[src/hdl/ihq_ram.sv]
// Simple dual-port synchronous RAM, one write and one registered read per cycle.
// Depends on nothing.
`default_nettype none
module ihq_ram #(
	parameter int WIDTH = 8,
	parameter int AW    = 8
) (
	input  wire logic             clk,
	input  wire logic             we,
	input  wire logic [AW-1:0]    waddr,
	input  wire logic [WIDTH-1:0] wdata,
	input  wire logic [AW-1:0]    raddr,
	output logic      [WIDTH-1:0] rdata
);
	logic [WIDTH-1:0] mem_q [2**AW];

	always_ff @(posedge clk) begin
		if (we) begin
			mem_q[waddr] <= wdata;
		end
		rdata <= mem_q[raddr];
	end
endmodule
`default_nettype wire

[config.mk]
export PLATFORM = sky130hd
export DESIGN_NAME = ihq_ram
export DESIGN_NICKNAME = d
export VERILOG_FILES = /design/src/hdl/ihq_ram.sv
export SDC_FILE = /design/constraint.sdc
export NUM_CORES = 2
export LEC_CHECK = 0
export BUFFER_PORTS_ARGS = -buffer_cell sky130_fd_sc_hd__buf_2
export CORE_AREA = 5 5 582 354
export CTS_CLUSTER_SIZE = 28
export DETAILED_ROUTE_END_ITERATION = 8
export DIE_AREA = 0 0 587 359
export GPL_TIMING_DRIVEN = 0
export PLACE_DENSITY_LB_ADDON = 0.12
export REMOVE_ABC_BUFFERS = 1
export SYNTH_ARGS = -nofsm -noshare
export SYNTH_HDL_FRONTEND = slang
export SYNTH_SLANG_ARGS = --single-unit
[constraint.sdc]
create_clock -name clk -period 7.2 [get_ports clk]
set_input_delay 1.44 -clock clk [delete_from_list [all_inputs] [get_ports clk]]
set_output_delay 1.44 -clock clk [all_outputs]
set_load 0.02 [all_outputs]
==> run_results.csv <==
group,metric,value,unit
yosys,synth_edf_count,2048,
sta,whs,907,ps
finish,syn_to_final_growth,12.5,%
place,placed_area,83300,sq um
yosys,synth.avg_cell_area,21.3,sq um
clock_tree,cts_root_buf,"clkbuf_16",
clock_tree,htreeDepth,4,
routing,wirelength,214000,um
clock_tree,clock_latency,840,ps
finish,layout_common_cells,"2,048 x edfxtp_1, 454 x mux4_2, 279 x nor2_1",
clock_tree,path_clk_slew,60,ps
yosys,synth_top_area_share,77.3,%
yosys,synth_flop_cell,"edfxtp_1",
clock_tree,cts_setup_buffers,0,
finish,layout_commonest_cell,"edfxtp_1",
setup_path,path_max_fanout,72,
global_routing,antenna_found_initial,10,
setup_path,criticalPathCategory,"input port to flop",
sta,max_freq,0.156,GHz
global_routing,grt.total_usage,19.9,%
pwr,power_density,276,nW/um^2
setup_path,cp-end-kind,"flop",
pwr,leakagePower,0.0272,uW
floorplanning,die_w,587,um
clock_tree,cts_buffers,197,
worst_hold_path,hold_start,"wdata[2]",
sta,report.final.setup_viol,0,
finish,fin_cells,6611,
global_routing,gr-total-overflow,0,
place,place_congestion,0.778,
worst_hold_path,min_to,"mem_q[185][2]",
floorplanning,rows,128,
worst_hold_path,hp-class,"input port to flop",
sta,skew,41.1,ps
routing,antenna_left,0,
finish,nets,3824,
yosys,ys_seq_area_share,77.5,%
yosys,ys_async_sr_fraction,0,%
yosys,yosysTopAreaCell,"edfxtp_1",
place,dp.cells,6262,
setup_path,r2r_end,"rdata[7]",
floorplanning,core_region_area,201000,sq um
finish,drive_above_1_share,21.8,%
floorplanning,die_h,359,um
finish,fillerInstances,17000,
global_routing,grt_pass1_vias,38000,
sta,slew_headroom,5.39,%
setup_path,arrival,7030,ps
setup_path,cp.required,7830,ps
setup_path,worstReg2RegStart,"mem_q[132][7]",
sta,slew_violations,0,
yosys,yosys_warnings,0,
place,place_hpwl,132000,um
yosys,syn_area,79600,sq um
clock_tree,cts_tree,"built",
yosys,ys_ff_latch,2056,
sta,hold_violations,0,
sta,setup_tns,0,ps
clock_tree,clockBufferDepth,4,
routing,drtIter0Drc,4354,
routing,dr.pass1.iters,5,
setup_path,worstSetupStartpointType,"input port",
pwr,vdd_drop_max,175,uV
finish,stdcell_area,89500,sq um
worst_hold_path,whs_path_depth,1,
status,status,"finished clean",
floorplanning,num_io_pins,34,
floorplanning,initial_core_util,39.6,%
clock_tree,cts_sinks,2056,
setup_path,ff2ff_path_depth,6,
sta,rsz0062_at_grt,"false",
place,port_buffers,33,
routing,via_count,38300,
global_routing,grt_pass1_wl,301000,um
setup_path,r2r_slack,3870,ps
sta,tightestPinTransition,1420,ps
yosys,synth_area_leaders,"edfxtp_1 77%, mux4_2 13%, mux2i_1 1.7%",
finish,utilization,44.5,%
yosys,netlist_instances,3733,
clock_tree,ctsHoldBuffers,0,
floorplanning,die-area,211000,sq um
routing,wl_per_cell,32.3,um
global_routing,grt_max_degree,136,
routing,routed_via_density,5.80,
yosys,ys_types,55,
run,max-cap-violations,0,
routing,drc,0,
clock_tree,cts-resized-gates,0,
sta,final.period_utilization,88.9,%
sta,fin_crit,6400,ps
==> power by group <==
group | switching (uW) | total, uW | internal (uW)
Combinational | 847 | 1260 | 416
Sequential | 13.2 | 13200 | 13200
Clock | 4450 | 10200 | 5790
Total | 5310 | 24700 | 19400
==> sequential cells by signal, indices dropped and copies added, names as in the netlist <==
register	flops
mem_q	2048
rdata	8
==> kinds of logic after synthesis <==
logic type | Yosys count | synth area share, %
DFF | 2056 | 77.5
muxes | 591 | 14.6
and+or+nand+nor | 466 | 2.63
AOI/OAI and AO/OA | 385 | 3.42
buffers and inverters | 235 | 1.83
==> cell usage after synthesis (2+ instances only) <==
| master | n |
|---|---|
| a2111oi_0 | 2 |
| a2111oi_1 | 2 |
| a211oi_1 | 16 |
| a21oi_1 | 96 |
| a221oi_1 | 13 |
| a22o_1 | 8 |
| a22oi_1 | 133 |
| a311oi_1 | 2 |
| a31oi_1 | 2 |
| and2_1 | 6 |
| and3b_1 | 2 |
| buf_1 | 22 |
| buf_12 | 8 |
| buf_2 | 31 |
| buf_4 | 27 |
| buf_6 | 21 |
| buf_8 | 13 |
| clkbuf_1 | 111 |
| dfxtp_1 | 8 |
| edfxtp_1 | 2048 |
| mux2i_1 | 134 |
| mux4_1 | 2 |
| mux4_2 | 454 |
| nand2_1 | 33 |
| nand2b_1 | 8 |
| nand3_1 | 34 |
| nand3b_1 | 2 |
| nand4_1 | 10 |
| nor2_1 | 282 |
| nor2b_1 | 31 |
| nor3_1 | 22 |
| nor4_1 | 24 |
| nor4_2 | 3 |
| o211ai_1 | 10 |
| o21ai_0 | 10 |
| o21ai_1 | 2 |
| o221ai_1 | 46 |
| o22a_1 | 5 |
| o22ai_1 | 28 |
| o32ai_1 | 4 |
| or2_2 | 4 |
==> worst max path at each step <==
stage / startpoint / end / slack (ps) / cells after the start
CTS: raddr[0] / rdata[1] / 340 / 11
global route: raddr[0] / rdata[1] / 560 / 11
global placement: raddr[0] / rdata[1] / -16930 / 7
floorplan: raddr[2] / rdata[6] / 3350 / 6
finish: raddr[0] / rdata[1] / 800 / 11
detailed placement: raddr[0] / rdata[1] / -540 / 11
==> metal layers <==
metal	vias to the layer above	track usage, %	wire, um
met3	268	4.80	17700
met4	0	3.98	4140
met5	-	0	0
met1	20900	32.1	103000
met2	1394	27.2	88600
li1	15800	-	-
==> cell type report <==
class,instances,area (sq um),share of cell area (%)
diodes,4,10.0,0.0112
clock buffers,234,5150,5.76
clock inverters,109,1010,1.13
inverters,2,8.76,0.00979
multi-input cells,1442,16600,18.5
flip-flops and latches,2056,61700,68.9
well taps,2665,3330,3.73
repair buffers,99,1700,1.90
==> worst max-delay path: stages <==
cell and delay, ps:
buf_8 400, buf_16 430, buf_16 390, buf_16 400
buf_16 450, mux4_1 470, mux4_2 330, nor2_1 70
a2111oi_2 860, nor3_1 250, nor4_1 930
==> metrics by stage <==
stage / setup slack [ps] / total power (uW)
2_1_floorplan: 3350 / 13900
3_3_place_gp: -16930 / 15100
3_5_place_dp: -536 / 14700
4_1_cts: 341 / 24900
5_1_grt: 562 / 25500
6_report: 797 / 24700
No activity file was read; power rests on OpenSTA's default activity.
